`src/rtl/core/swer_ram.sv`:
```
// Generic single-clock RAM, one write port and one registered read port.
module swer_ram #(
  parameter int WIDTH = 8,
  parameter int DEPTH = 16
) (
  input  logic                     clk,
  input  logic                     wr_en,
  input  logic [$clog2(DEPTH)-1:0] wr_addr,
  input  logic [WIDTH-1:0]         wr_data,
  input  logic [$clog2(DEPTH)-1:0] rd_addr,
  output logic [WIDTH-1:0]         rd_data
);

  logic [WIDTH-1:0] mem [DEPTH];

  always_ff @(posedge clk) begin
    if (wr_en) begin
      mem[wr_addr] <= wr_data;
    end
    rd_data <= mem[rd_addr];
  end

endmodule

```
`config.mk`:
```
export PLATFORM = sky130hd
export DESIGN_NAME = swer_ram
export DESIGN_NICKNAME = d
export VERILOG_FILES = /design/src/rtl/core/swer_ram.sv
export SDC_FILE = /design/constraint.sdc
export NUM_CORES = 1
export LEC_CHECK = 0
export BUFFER_PORTS_ARGS = -buffer_cell sky130_fd_sc_hd__buf_2
export CAP_MARGIN = 30
export CORE_UTILIZATION = 57
export CTS_BUF_LIST = sky130_fd_sc_hd__clkbuf_2
export CTS_CLUSTER_DIAMETER = 40
export CTS_CLUSTER_SIZE = 28
export DETAILED_ROUTE_END_ITERATION = 10
export GPL_ROUTABILITY_DRIVEN = 0
export GPL_TIMING_DRIVEN = 0
export HOLD_SLACK_MARGIN = 0.02
export PLACE_DENSITY = 0.78
export SYNTH_ARGS = -nofsm -noshare
export SYNTH_HDL_FRONTEND = slang
export SYNTH_SLANG_ARGS = --single-unit
```
`constraint.sdc`:
```
create_clock -name clk -period 1.5 [get_ports clk]
set_clock_uncertainty 0.1 [all_clocks]
set_input_delay 0 -clock clk [delete_from_list [all_inputs] [get_ports clk]]
set_output_delay 0 -clock clk [all_outputs]
set_load 0.02 [all_outputs]
```
==> reports/qor.csv <==
stage,metric,value,unit
synthesis,Post-synth ARST share,0,
layout,fill cell instance count of the final layout,538,
synthesis,number of enable flip-flop cells after synthesis,128,
drt,drt pass-1 iters,5,
grt,maximum number of pins on one net before global-route repair,17,
drt,"wirelength, routed",9.55,mm
flow_run,max-capacitance violation count,0,
grt,number of global-route vias before repair,2482,
layout,ratio of cells with drive above 1 in the final layout,0.297,
drt,routed wire length on met3,630,um
placed_design,placed instance count,364,
floorplanning,Top-Level Pins,26,
drt,average routed wire per standard cell,23.1,um
critical_path,Critical Path RT,1.66,ns
pwr,Leakage,1.95,nW
floorplanning,number of core rows,34,
drt,drt via density,6.00,
drt,met2 WL,4.75,mm
sta,worst hold slack,-0.148,ns
status,outcome,"finished, violations left",
sta,post-route clock period utilization,0.986,
drt,uppermost metal layer occupied by signal nets,met4,
placed_design,count of input and output buffers,24,
layout,most common library cell in the layout ignoring fill and taps,edfxtp_1,
synthesis,flip-flop cell with the highest count after synthesis,edfxtp_1,
synthesis,Mapped Cells,229,
floorplanning,horizontal die dimension,97.0,um
layout,"leading cell types in the layout, fill and taps excluded","128 x edfxtp_1, 28 x buf_2, 24 x clkbuf_2",
grt,total global routing overflow,0,
grt,wire length of the first global-routing pass,14.3,mm
layout,n_diodes,0,
sta,max-slew violation count,0,
pwr,overall power of the completed layout,6.49,mW
sta,slew at the pin closest to its max-slew limit,0.826,ns
synthesis,post-synthesis cell type count,19,
synthesis,Syn Std Cell Area,0.00515,mm^2
clocking,maximum clock insertion buffer count,2,
clocking,Skew-Pair Late Insertion Delay,0.63,ns
floorplanning,Die Outline Area,0.00941,mm^2
placed_design,post-DP HPWL,5.88,mm
synthesis,Mapped Nets,247,
layout,number of cells in the finished layout apart from fillers,414,
critical_path,CP Class,in2reg,
drt,starting DRC count in detailed routing,242,
clocking,number of levels the H-tree was split into,4,
synthesis,register bit total from synthesis,136,
drt,overall via count from detail_route,2486,
sta,number of hold violations in the final report,32,
floorplanning,initial cell density of the core,0.590,
sta,setup-violating endpoint count in the final report,0,
floorplanning,die height,97.0,um
clocking,number of buffers created by CTS,17,
status,violated checks,negative hold slack,
critical_path,startpoint class of the critical path,primary input,
drt,met1 wire length,4.02,mm
drt,DRT antenna net count,0,
sta,RSZ-0062 raised after global routing,no,
critical_path,largest fanout on the critical path,8,
synthesis,sequential element share of the synthesized area,0.778,
grt,number of antenna violations at the first check in global routing,0,
floorplanning,core region area,0.00872,mm^2
drt,count of unresolved DRC violations after routing,0,
sta,Slew Limit Headroom,0.447,
layout,"Net count, final",311,
clocking,clock tree from TritonCTS,built,
synthesis,"Warnings, synthesis",0,
clocking,library cell used as clock root buffer,clkbuf_2,
pwr,power density over cell area,1120,mW/mm^2
sta,min cycle time layout,1.48,ns
grt,total global routing track utilization,0.219,
clocking,# clock sinks,136,
critical_path,Worst Path Arrival,1.64,ns
hold_path,Hold WC Path Type,in2reg,
pwr,worst-case vdd ir drop,0.000534,V
clocking,Clock Pin Slew Worst Setup and Hold Paths,0.18,ns
sta,Peak Freq,676,MHz
synthesis,average cell area after synthesis,22.5,um^2
critical_path,CP endpoint kind,flop,
layout,synthesis-to-layout area growth,12.9,%
-- worst max-delay path, stage by stage --
cell,delay (ns)
dlygate4sd3_1,0.53
buf_2,0.19
nand2b_1,0.24
nor2_1,0.68
-- Yosys cell counts, types with 3 or more instances --
master	n	area [um^2]
buf_2	3	15.0
buf_6	3	33.8
dfxtp_1	8	160
a22oi_1	16	120
mux4_1	14	368
clkdlybuf4s25_2	3	30.0
mux4_2	18	405
nand2_1	9	33.8
nor3_1	4	20.0
nor2_1	13	48.8
edfxtp_1	128	3840
-- layer usage --
metal  global-route usage  up-vias
met1                0.298     1249
li1                     -     1107
met4               0.0918        0
met5                    0        -
met3               0.0592       12
met2                0.340      118
-- what timing repair did --
item	in CTS	in global routing
gates resized for setup	1	7
hold buffers	18	1
pin swaps	0	1
buffers inserted	0	0
endpoints found under the setup margin	1	12
endpoints found under the hold margin	264	40
-- power breakdown --
part | total, mW | switching [mW] | internal [mW]
combinational | 0.474 | 0.270 | 0.204
clock | 1.75 | 1.14 | 0.613
sequential | 4.26 | 0.0199 | 4.24
-- logic make-up after synthesis --
group                  Yosys count  synth area share
multiplexers                    32             0.150
buffers and inverters           10            0.0168
flip-flops                     136             0.778
AO/OA/AOI/OAI                   16            0.0233
AND/OR/NAND/NOR                 35            0.0318
-- layout make-up --
| class | instances | area, um^2 | share of cell area |
|---|---|---|---|
| sequential | 136 | 4000 | 0.689 |
| clock buffer | 24 | 120 | 0.0207 |
| tap | 108 | 135 | 0.0232 |
| timing repair buffer | 45 | 320 | 0.0551 |
| multi-input combinational | 83 | 1090 | 0.187 |
| clock inverter | 8 | 58.8 | 0.0101 |
| buffer | 10 | 86.3 | 0.0149 |
-- per-stage QoR --
stage          TNS, ns  setup WS, ns  area, um^2  hold WS (ns)   util
6_report             0        0.0205        5810        -0.148  0.667
2_1_floorplan        0         0.134        5150      -0.00113      -
3_3_place_gp    -14.42        -0.365        5410         0.290  0.620
3_5_place_dp    -10.52        -0.317        5430         0.307  0.622
4_1_cts              0      0.000623        5790        -0.204  0.664
5_1_grt              0        0.0110        5810        -0.188  0.667
-- registers in the layout (all words and copies together), names as in the netlist --
| signal | count |
|---|---|
| mem | 128 |
| rd_data | 8 |
-- worst paths after layout --
kind / from / endpoint / slack, ns / depth (start not counted)
worst min register to register: mem[8][2]$_DFFE_PP_ / rd_data[2]$_DFF_P_ / 0.59 / 3
worst max register to register: mem[1][0]$_DFFE_PP_ / rd_data[0]$_DFF_P_ / 0.05 / 3
worst min-delay path: wr_addr[2] / mem[0][1]$_DFFE_PP_ / -0.15 / 3
worst max-delay path: wr_addr[1] / mem[1][3]$_DFFE_PP_ / 0.02 / 4
Power figures use the tool's default switching activity.
