$ cat src/rtl/core/swer_pkg.sv
// Shared constants and types for the sliding window event rate core.
package swer_pkg;

  localparam int DepthDef    = 1024;
  localparam int TimeBitsDef = 48;
  localparam int CountW      = 11;

  localparam logic [63:0] WindowResetDef = 64'd10000000;

  typedef struct packed {
    logic [CountW-1:0] count;
    logic              overflow;
  } swer_result_t;

endpackage

$ cat src/rtl/core/swer_ctrl.sv
// Ring controller: ages out old stamps from the ring RAM and pushes the new one.
module swer_ctrl #(
  parameter int DEPTH     = 1024,
  parameter int TIME_BITS = 48
) (
  input  logic                       clk,
  input  logic                       rst_n,
  input  logic [TIME_BITS-1:0]       window_len,
  input  logic                       in_valid,
  output logic                       in_stall,
  input  logic [TIME_BITS-1:0]       in_timestamp,
  input  logic                       in_restart,
  output logic                       res_valid,
  input  logic                       res_ready,
  output swer_pkg::swer_result_t     res,
  output logic [$clog2(DEPTH)-1:0]   rd_addr,
  input  logic [TIME_BITS-1:0]       rd_data,
  output logic                       wr_en,
  output logic [$clog2(DEPTH)-1:0]   wr_addr,
  output logic [TIME_BITS-1:0]       wr_data
);
  import swer_pkg::*;

  localparam int SlotW = $clog2(DEPTH);
  localparam int OccW  = $clog2(DEPTH + 1);

  localparam logic [1:0] StIdle   = 2'd0;
  localparam logic [1:0] StCheck  = 2'd1;
  localparam logic [1:0] StFinish = 2'd2;

  logic [1:0]           state_r, state_nxt;
  logic [TIME_BITS-1:0] now_r, now_nxt;
  logic [SlotW-1:0]     oldest_r, oldest_nxt;
  logic [SlotW-1:0]     newest_r, newest_nxt;
  logic [OccW-1:0]      occ_r, occ_nxt;

  logic                 accept;
  logic                 aged;
  logic                 finish;
  logic                 full;
  logic [SlotW-1:0]     oldest_inc;
  logic [SlotW-1:0]     newest_inc;
  logic [TIME_BITS-1:0] age;

  function automatic logic [SlotW-1:0] ring_next(input logic [SlotW-1:0] slot);
    ring_next = (slot == SlotW'(DEPTH - 1)) ? '0 : slot + 1'b1;
  endfunction

  assign in_stall   = (state_r != StIdle);
  assign accept     = in_valid && !in_stall;
  assign oldest_inc = ring_next(oldest_r);
  assign newest_inc = ring_next(newest_r);
  assign age        = now_r - rd_data;
  // an entry later than the new event is never aged out
  assign aged       = (now_r >= rd_data) && (age >= window_len);
  assign full       = (occ_r == OccW'(DEPTH));

  assign res.count    = CountW'(occ_r);
  assign res.overflow = full;
  assign res_valid    = finish;

  assign wr_en   = finish;
  assign wr_addr = newest_r;
  assign wr_data = now_r;

  always_comb begin
    state_nxt  = state_r;
    now_nxt    = now_r;
    oldest_nxt = oldest_r;
    newest_nxt = newest_r;
    occ_nxt    = occ_r;
    rd_addr    = oldest_r;
    finish     = 1'b0;
    unique case (state_r)
      StIdle: begin
        if (accept) begin
          now_nxt = in_timestamp;
          if (in_restart) begin
            oldest_nxt = '0;
            newest_nxt = '0;
            occ_nxt    = '0;
            state_nxt  = StFinish;
          end else if (occ_r == '0) begin
            state_nxt = StFinish;
          end else begin
            state_nxt = StCheck;
          end
        end
      end
      StCheck: begin
        if (aged) begin
          oldest_nxt = oldest_inc;
          occ_nxt    = occ_r - 1'b1;
          rd_addr    = oldest_inc;
          if (occ_r == OccW'(1)) begin
            state_nxt = StFinish;
          end
        end else if (res_ready) begin
          finish = 1'b1;
        end else begin
          state_nxt = StFinish;
        end
      end
      StFinish: begin
        if (res_ready) begin
          finish = 1'b1;
        end
      end
      default: begin
        state_nxt = StIdle;
      end
    endcase

    if (finish) begin
      state_nxt  = StIdle;
      newest_nxt = newest_inc;
      if (full) begin
        // ring full: drop the oldest, occupancy stays at DEPTH
        oldest_nxt = oldest_inc;
        occ_nxt    = occ_r;
      end else begin
        occ_nxt = occ_r + 1'b1;
      end
    end
  end

  always_ff @(posedge clk) begin
    if (!rst_n) begin
      state_r  <= StIdle;
      oldest_r <= '0;
      newest_r <= '0;
      occ_r    <= '0;
    end else begin
      state_r  <= state_nxt;
      oldest_r <= oldest_nxt;
      newest_r <= newest_nxt;
      occ_r    <= occ_nxt;
    end
  end

  always_ff @(posedge clk) begin
    now_r <= now_nxt;
  end

endmodule

$ cat config.mk
export PLATFORM = sky130hd
export DESIGN_NAME = swer_ctrl
export DESIGN_NICKNAME = d
export VERILOG_FILES = /design/src/rtl/core/swer_pkg.sv /design/src/rtl/core/swer_ctrl.sv
export SDC_FILE = /design/constraint.sdc
export NUM_CORES = 1
export LEC_CHECK = 0
export BUFFER_PORTS_ARGS = -buffer_cell sky130_fd_sc_hd__buf_2
export CAP_MARGIN = 0
export CORE_UTILIZATION = 54
export CTS_BUF_LIST = sky130_fd_sc_hd__clkbuf_4 sky130_fd_sc_hd__clkbuf_8 sky130_fd_sc_hd__clkbuf_16
export DETAILED_ROUTE_END_ITERATION = 16
export GPL_TIMING_DRIVEN = 0
export PLACE_DENSITY = 0.83
export SYNTH_ARGS = -nofsm -noshare
export SYNTH_HDL_FRONTEND = slang
export SYNTH_SLANG_ARGS = --single-unit
$ cat constraint.sdc
create_clock -name clk -period 6.7 [get_ports clk]
set_clock_uncertainty 0.15 [all_clocks]
set_input_delay 0.335 -clock clk [delete_from_list [all_inputs] [get_ports clk]]
set_output_delay 0.335 -clock clk [all_outputs]
set_load 0.03 [all_outputs]
==> results of run 1 <==
-- layer usage --
layer	global-route usage	vias to the layer above	share of wire
li1	-	4046	-
met1	0.364	3786	0.41
met2	0.513	380	0.49
met3	0.0432	61	0.071
met4	0.136	4	0.029
met5	0	-	0.0010
-- what timing repair did --
item                       CTS  global route
pin swaps                    4            13
setup buffers                3            10
setup endpoints to repair   39            30
gates cloned                 0             0
hold buffers                 6             0
gates resized for setup     20            28
hold endpoints to repair     6             0
-- worst max-delay path by stage --
stage	depth (start not counted)	slack, ns	endpoint
after floorplan	23	0.53	rd_addr[5]
after global placement	24	-0.40	rd_addr[5]
after detailed placement	27	-0.56	rd_addr[2]
after CTS	27	-0.03	rd_addr[2]
after global routing	24	-0.03	wr_en
final	24	0.22	wr_en
-- per-stage QoR --
stage | worst slack, ns | hold slack, ns | TNS (ns)
3_3_place_gp | -0.405 | 0.335 | -5.06
2_1_floorplan | 0.531 | 0.284 | 0
4_1_cts | -0.0298 | 0.000456 | -0.0394
6_report | 0.221 | 0.00324 | 0
5_1_grt | -0.0272 | 0.00247 | -0.0409
3_5_place_dp | -0.563 | 0.342 | -9.47
-- power by group through the flow --
stage,sequential (mW),clock [mW],combinational (mW)
after floorplan,0.785,0,0.919
after global placement,0.675,0,1.35
after detailed placement,0.672,0,1.39
after CTS,0.661,0.530,1.42
after global routing,0.668,0.546,1.67
final,0.661,0.525,1.51
-- flip-flops by register name (all words and copies together), names as in the netlist --
name and flops:
occ_r 11, oldest_r 10, wr_addr 10, wr_data 48, state_r 2
-- cells by family (layout without fill, tap and decap cells) --
kind of cell,count (synthesis),in the layout,synth area share
other,0,5,0
AOI/OAI and AO/OA,320,320,0.270
muxes,4,4,0.00558
DFF,81,81,0.268
xor gates and xnor gates,50,50,0.0558
buffers and inverters,157,424,0.0786
and+or+nand+nor,244,244,0.154
adders and majority gates,105,105,0.168
-- cell type report --
type / count / area [µm²]
buffer: 33 / 160
sequential: 81 / 2100
timing repair buffer: 251 / 1340
fill: 1129 / 4120
antenna: 5 / 12.5
clock buffer: 12 / 254
multi-input combinational: 723 / 5310
clock inverter: 4 / 52.6
tap: 180 / 225
inverter: 124 / 465
-- layout by cell type (no fill, tap or decap), types with 24 or more instances in the layout --
| cell | count |
|---|---|
| xnor2_1 | 34 |
| nor2_1 | 50 |
| ha_1 | 103 |
| a21oi_1 | 80 |
| edfxtp_1 | 48 |
| a21o_1 | 41 |
| inv_1 | 124 |
| nand2_1 | 67 |
| nand3_1 | 24 |
| dfxtp_1 | 33 |
| o21ai_0 | 56 |
| buf_2 | 234 |
==> results by group, run 1 <==
Place
  – Placement Cell Area: between 9000 and 10,000 µm²
  – Placed cells: 1,373
  – I/O Buffers: approximately 230
  – GPL Wtd Cong: 0.984
  – HPWL after DPL: 17,500 µm

Synthesis
  – Syn nets: approximately 1,200
  – Number of synthesized flops with an enable pin: 48
  – Sequential cell area fraction in the yosys report: 0.268
  – Gate Count Post-Synth: 961
  – Dominant cells by area after synthesis: edfxtp_1 (18%), ha_1 (17%), dfxtp_1 (8.4%), inv_1 (5.9%), a21oi_1 (5.4%)
  – Primary FF master, synth: edfxtp_1
  – Post-synth cell types: 67
  – Post-synth top area share: 0.184
  – Post-Syn Area: a little under 8000 µm²
  – Count leader, synth: inv_1
  – Ys Warns: 0
  – Post-synth ARST share: 0
  – Post-synth top cells: inv_1 (124), ha_1 (104), a21oi_1 (84)
  – Mapped Avg Cell Area: 8.17 µm²
  – Synth Register Bits: slightly above 80
  – Cell accounting for the most synthesized area: edfxtp_1

Routing
  – Vias/cell: approximately 5.9
  – DRC Markers: 0
  – Drt wl/cell: 16.2 µm
  – Pre-antenna DRT Iters: 8
  – Vias: 8,277
  – DRT Wirelength: between 20,000 and 25,000 µm
  – Post-route antenna net violation count: 0
  – Drt initial violations: 606

Global routing
  – GRT Total Usage: 0.297
  – Global-route wire length before repair: 35,300 µm
  – Grt total ovfl: 0
  – Vias in the first global route: around 7,600
  – Largest net degree at the start of global routing: 31
  – Initial antenna violation count: 7

Die
  – IO Count: 232
  – Die height: 123 µm
  – DIE AREA: 15,000 µm²
  – Core area: roughly 14,000 µm²
  – Die Wd: 123 µm
  – Initial core utilization: 0.559
  – FP Rows: 43

Pwr
  – Power share of the clock group: 0.195
  – Pwr dens: 272 nW/µm²
  – Sw Ratio: 0.437
  – Tot Pwr: 2.70 mW
  – P_sw: 1.18 mW
  – Pint: 1.52 mW
  – VDD IR-drop max: 207 µV
  – Sequential share of power: 0.245
  – Comb pwr share: 0.560
  – Total leakage power: 4.82 nW

CTS
  – Total CTS buffers: 9
  – Clock slew at reported path FFs: 0.07 ns
  – Deepest clock path buffer count: 2
  – CTS sink count: 81
  – H-tree depth: 3
  – CTS tree: done
  – Clk_lat worst skew: 0.35 ns
  – Root buffer cell: clkbuf_16

Job
  – # Max-Cap Violations: 0

STA
  – Worst-margin pin slew: slightly below 0.9 ns
  – Tcrit/Tclk final: 0.967
  – Final setup fails: 0
  – Final Hold Vio Count: 0
  – Max Fclk: between 150 and 200 MHz
  – Max Slew Vio Count: 0
  – Final min period: about 6.5 ns
  – Relative slew slack: 0.398

Setup path
  – Crit-path max FO: 11
  – WS Path Type: flop to output port
  – Critical-path cell list: ha_2 -> o21a_1 -> o21ai_0 -> or3_1 -> o21ai_2 -> a31oi_2 -> buf_4 -> o31ai_4 -> a41oi_2 -> o21ai_0 -> a31oi_1 -> xnor2_1 -> ha_1 -> a21o_1 -> a21o_1 -> a21oi_1 -> nor2_1 -> a211oi_2 -> and3_1 -> nor2_4 -> inv_1 -> buf_2 -> buf_4 -> buf_2
  – Slowest CP cell: o21ai_0
  – Worst Path Required: 6.21 ns
  – Register-to-register setup slack: 0.38 ns
  – Kind of cell adding the most delay to the critical path: compound AO/OA/AOI/OAI gates
  – Arr. time, crit path: ~6.0 ns
  – R2R Path Start: wr_data[6]
  – Largest stage delay, worst path: 0.44 ns
  – R2R cell count: 23
  – CP Launch Type: flop
  – Crit. Startpoint: wr_data[6]
  – Worst Path Buf+Inv: 5
  – Reg2reg end: occ_r[9]
  – Critical Path Sink Type: output port

Layout
  – Non-Filler Instances: 1,413
  – Final Core Density: 0.706
  – Final Instance Area: between 9000 and 10,000 µm²
  – Share of cells above drive strength 1: 0.253
  – Final layout net count: 1,477
  – Syn-to-layout area delta: 26.4%

Outcome
  – Status: completed

Worst hold path
  – Worst Hold Class: primary input to flop
  – Hold wc startpoint: in_timestamp[20]
  – WHS Path Cells: 1
  – Hold endpoint: wr_data[20]
Note: power is estimated with default switching activity, not from simulation.
==> run 2: changes to the inputs <==
Settings changed: CORE_UTILIZATION 54 to 50, PLACE_DENSITY 0.83 to 0.78.
==> run 2 against run 1 <==
Clock power rose by 3%. Combinational power barely moved. Via count rose by 1.0%. Sequential cell count did not move. Register-to-register slack improved by 0.04 ns. Power rose by 0.71%. Largest power group unchanged. Sequential power barely moved.
==> results by group, run 2 (synthesis results as in run 1) <==
Outcome
  – Status: completed (unchanged)

Routing
  – Drt initial violations: 680 (was 606)
  – DRC Markers: 0 (unchanged)
  – Vias: 8,360 (was 8,277)
  – Post-route antenna net violation count: 0 (unchanged)
  – DRT Wirelength: 23,300 µm (was 22,900 µm)
  – Pre-antenna DRT Iters: 5 (was 8)
  – Drt wl/cell: 15.9 µm (was 16.2 µm)
  – Vias/cell: 5.73 (was 5.86)

Layout
  – Final layout net count: 1,496 (was 1,477)
  – Most frequent cells in the layout: buf_2 (233), inv_1 (124), ha_1 (104), a21oi_1 (82), nand2_1 (67) (was buf_2 (234), inv_1 (124), ha_1 (103), a21oi_1 (80), nand2_1 (67))
  – Most common cell after layout, fill and taps aside: buf_2 (unchanged)
  – Share of cells above drive strength 1: 0.251 (was 0.253)
  – Final Core Density: 0.664 (was 0.706)
  – Final Instance Area: 10,100 µm² (was 9920 µm²)
  – Max reg flops: 48 (unchanged)
  – Syn-to-layout area delta: 29.0% (was 26.4%)
  – Non-Filler Instances: 1,460 (was 1,413)

Setup path
  – CP Launch Type: flop (unchanged)
  – Register-to-register setup slack: 0.42 ns (was 0.38 ns)
  – Largest stage delay, worst path: 0.41 ns (was 0.44 ns)
  – Worst Path Required: 6.21 ns (about the same)
  – Critical Path Sink Type: output port (unchanged)
  – Crit-path max FO: 6 (was 11)
  – Crit. Startpoint: wr_data[0] (was wr_data[6])
  – CP dominant cell by count: buf_4
  – R2R Path Start: wr_data[0] (was wr_data[6])
  – Slowest CP cell: fa_1 (was o21ai_0)
  – Arr. time, crit path: 5.97 ns (was 5.99 ns)
  – WS Path Type: flop to output port (unchanged)

STA
  – Final min period: 6.45 ns (was 6.48 ns)
  – Tcrit/Tclk final: 0.963 (was 0.967)
  – Setup ws final: 0.246 ns (was 0.221 ns)
  – Worst-margin pin slew: 0.872 ns (was 0.894 ns)
  – Final Hold Vio Count: 0 (unchanged)
  – Worst hold slack: 0.00655 ns (was 0.00324 ns)
  – Max Fclk: 155 MHz (was 154 MHz)
  – Total negative slack: 0 ns (unchanged)
  – Final setup fails: 0 (unchanged)
  – Relative slew slack: 0.413 (was 0.398)
  – Max Slew Vio Count: 0 (unchanged)

Die
  – FP Rows: 45 (was 43)
  – Die Wd: 127 µm (was 123 µm)
  – DIE AREA: 16,200 µm² (was 15,000 µm²)
  – Core area: 15,300 µm² (was 14,000 µm²)
  – Initial core utilization: 0.514 (was 0.559)
  – IO Count: 232 (unchanged)
  – Die height: 127 µm (was 123 µm)

Place
  – I/O Buffers: 231 (unchanged)
  – Placed cells: 1,404 (was 1,373)
  – HPWL after DPL: 17,700 µm (was 17,500 µm)
  – GPL Wtd Cong: 0.938 (was 0.984)
  – Placement Cell Area: 9290 µm² (was 9250 µm²)
  – Setup WS pre-CTS: -0.420 ns (was -0.563 ns)

Global routing
  – Initial antenna violation count: 4 (was 7)
  – Global-route wire length before repair: 36,200 µm (was 35,300 µm)
  – Vias in the first global route: 7,662 (was 7,645)
  – GRT Total Usage: 0.280 (was 0.297)
  – Largest net degree at the start of global routing: 28 (was 31)
  – Grt total ovfl: 0 (unchanged)

Pwr
  – Tot Pwr: 2.72 mW (was 2.70 mW)
  – Total leakage power: 4.89 nW (was 4.82 nW)
  – Pwr dens: 268 nW/µm² (was 272 nW/µm²)
  – VDD IR-drop max: 176 µV (was 207 µV)

CTS
  – H-tree depth: 3 (unchanged)
  – Deepest clock path buffer count: 2 (unchanged)
  – CTS tree: done (unchanged)
  – Clock slew at reported path FFs: 0.07 ns (about the same)
  – Root buffer cell: clkbuf_16 (unchanged)
  – Total CTS buffers: 9 (unchanged)
  – Clk_lat worst skew: 0.35 ns (about the same)
  – CTS sink count: 81 (unchanged)

Worst hold path
  – Hold wc startpoint: in_timestamp[16] (was in_timestamp[20])
  – Worst Hold Class: primary input to flop (unchanged)

Job
  – # Max-Cap Violations: 0 (unchanged)
==> run 2: cell types whose count changed in the layout (fill, tap and decap cells not counted), moves of 2 or more <==
cell | previous run | this run
dlygate4sd3_1 | 6 | 21
buf_4 | 19 | 22
o21ai_1 | 3 | 6
o21ai_2 | 5 | 3
diode_2 | 5 | 2
a21oi_1 | 80 | 82
a21oi_2 | 6 | 4
==> run 2: final cells by class <==
type,count,area (µm²)
diodes,2,5.00
plain buffers,33,159
clock buffers,11,258
clock inverters,5,58.8
fillers,1322,5130
inverters,124,465
multi-input cells,723,5290
flip-flops and latches,81,2100
well taps,211,264
repair buffers,270,1520
==> run 2: repair_timing <==
item,CTS,global route
gates cloned,0,1
hold buffers,21,0
buffers inserted,4,12
setup endpoints to repair,37,27
pin swaps,4,15
endpoints found under the hold margin,21,0
gates resized for setup,20,25
==> run 2: routing by layer <==
layer  routed length (µm)  global-route usage
met5                   26                   0
met4                  900               0.134
met3                 1450              0.0373
met2                11200               0.481
met1                 9650               0.348
==> run 2: final timing paths <==
kind                               endpoint  depth (start not counted)
worst max-delay path             rd_addr[5]                         26
worst min register to register   state_r[1]                          2
worst max register to register     occ_r[9]                         26
worst min-delay path            wr_data[16]                          1
==> run 2: worst max-delay path, delay by kind of cell, from the launching register on <==
family                     cells  cell delay [ns]
AOI/OAI and AO/OA             13             3.01
adders and majority gates      3             0.86
buffers and inverters          6             0.70
and+or+nand+nor                3             0.61
DFF                            1             0.39
xor gates and xnor gates       1             0.05
==> run 2: where the power goes <==
| part | internal [mW] | total, mW | switching, mW | leakage (nW) |
|---|---|---|---|---|
| Sequential | 0.616 | 0.661 | 0.0449 | 0.728 |
| Combinational | 0.598 | 1.51 | 0.914 | 4.00 |
| Clock | 0.318 | 0.543 | 0.225 | 0.159 |
| Total | 1.53 | 2.72 | 1.18 | 4.89 |
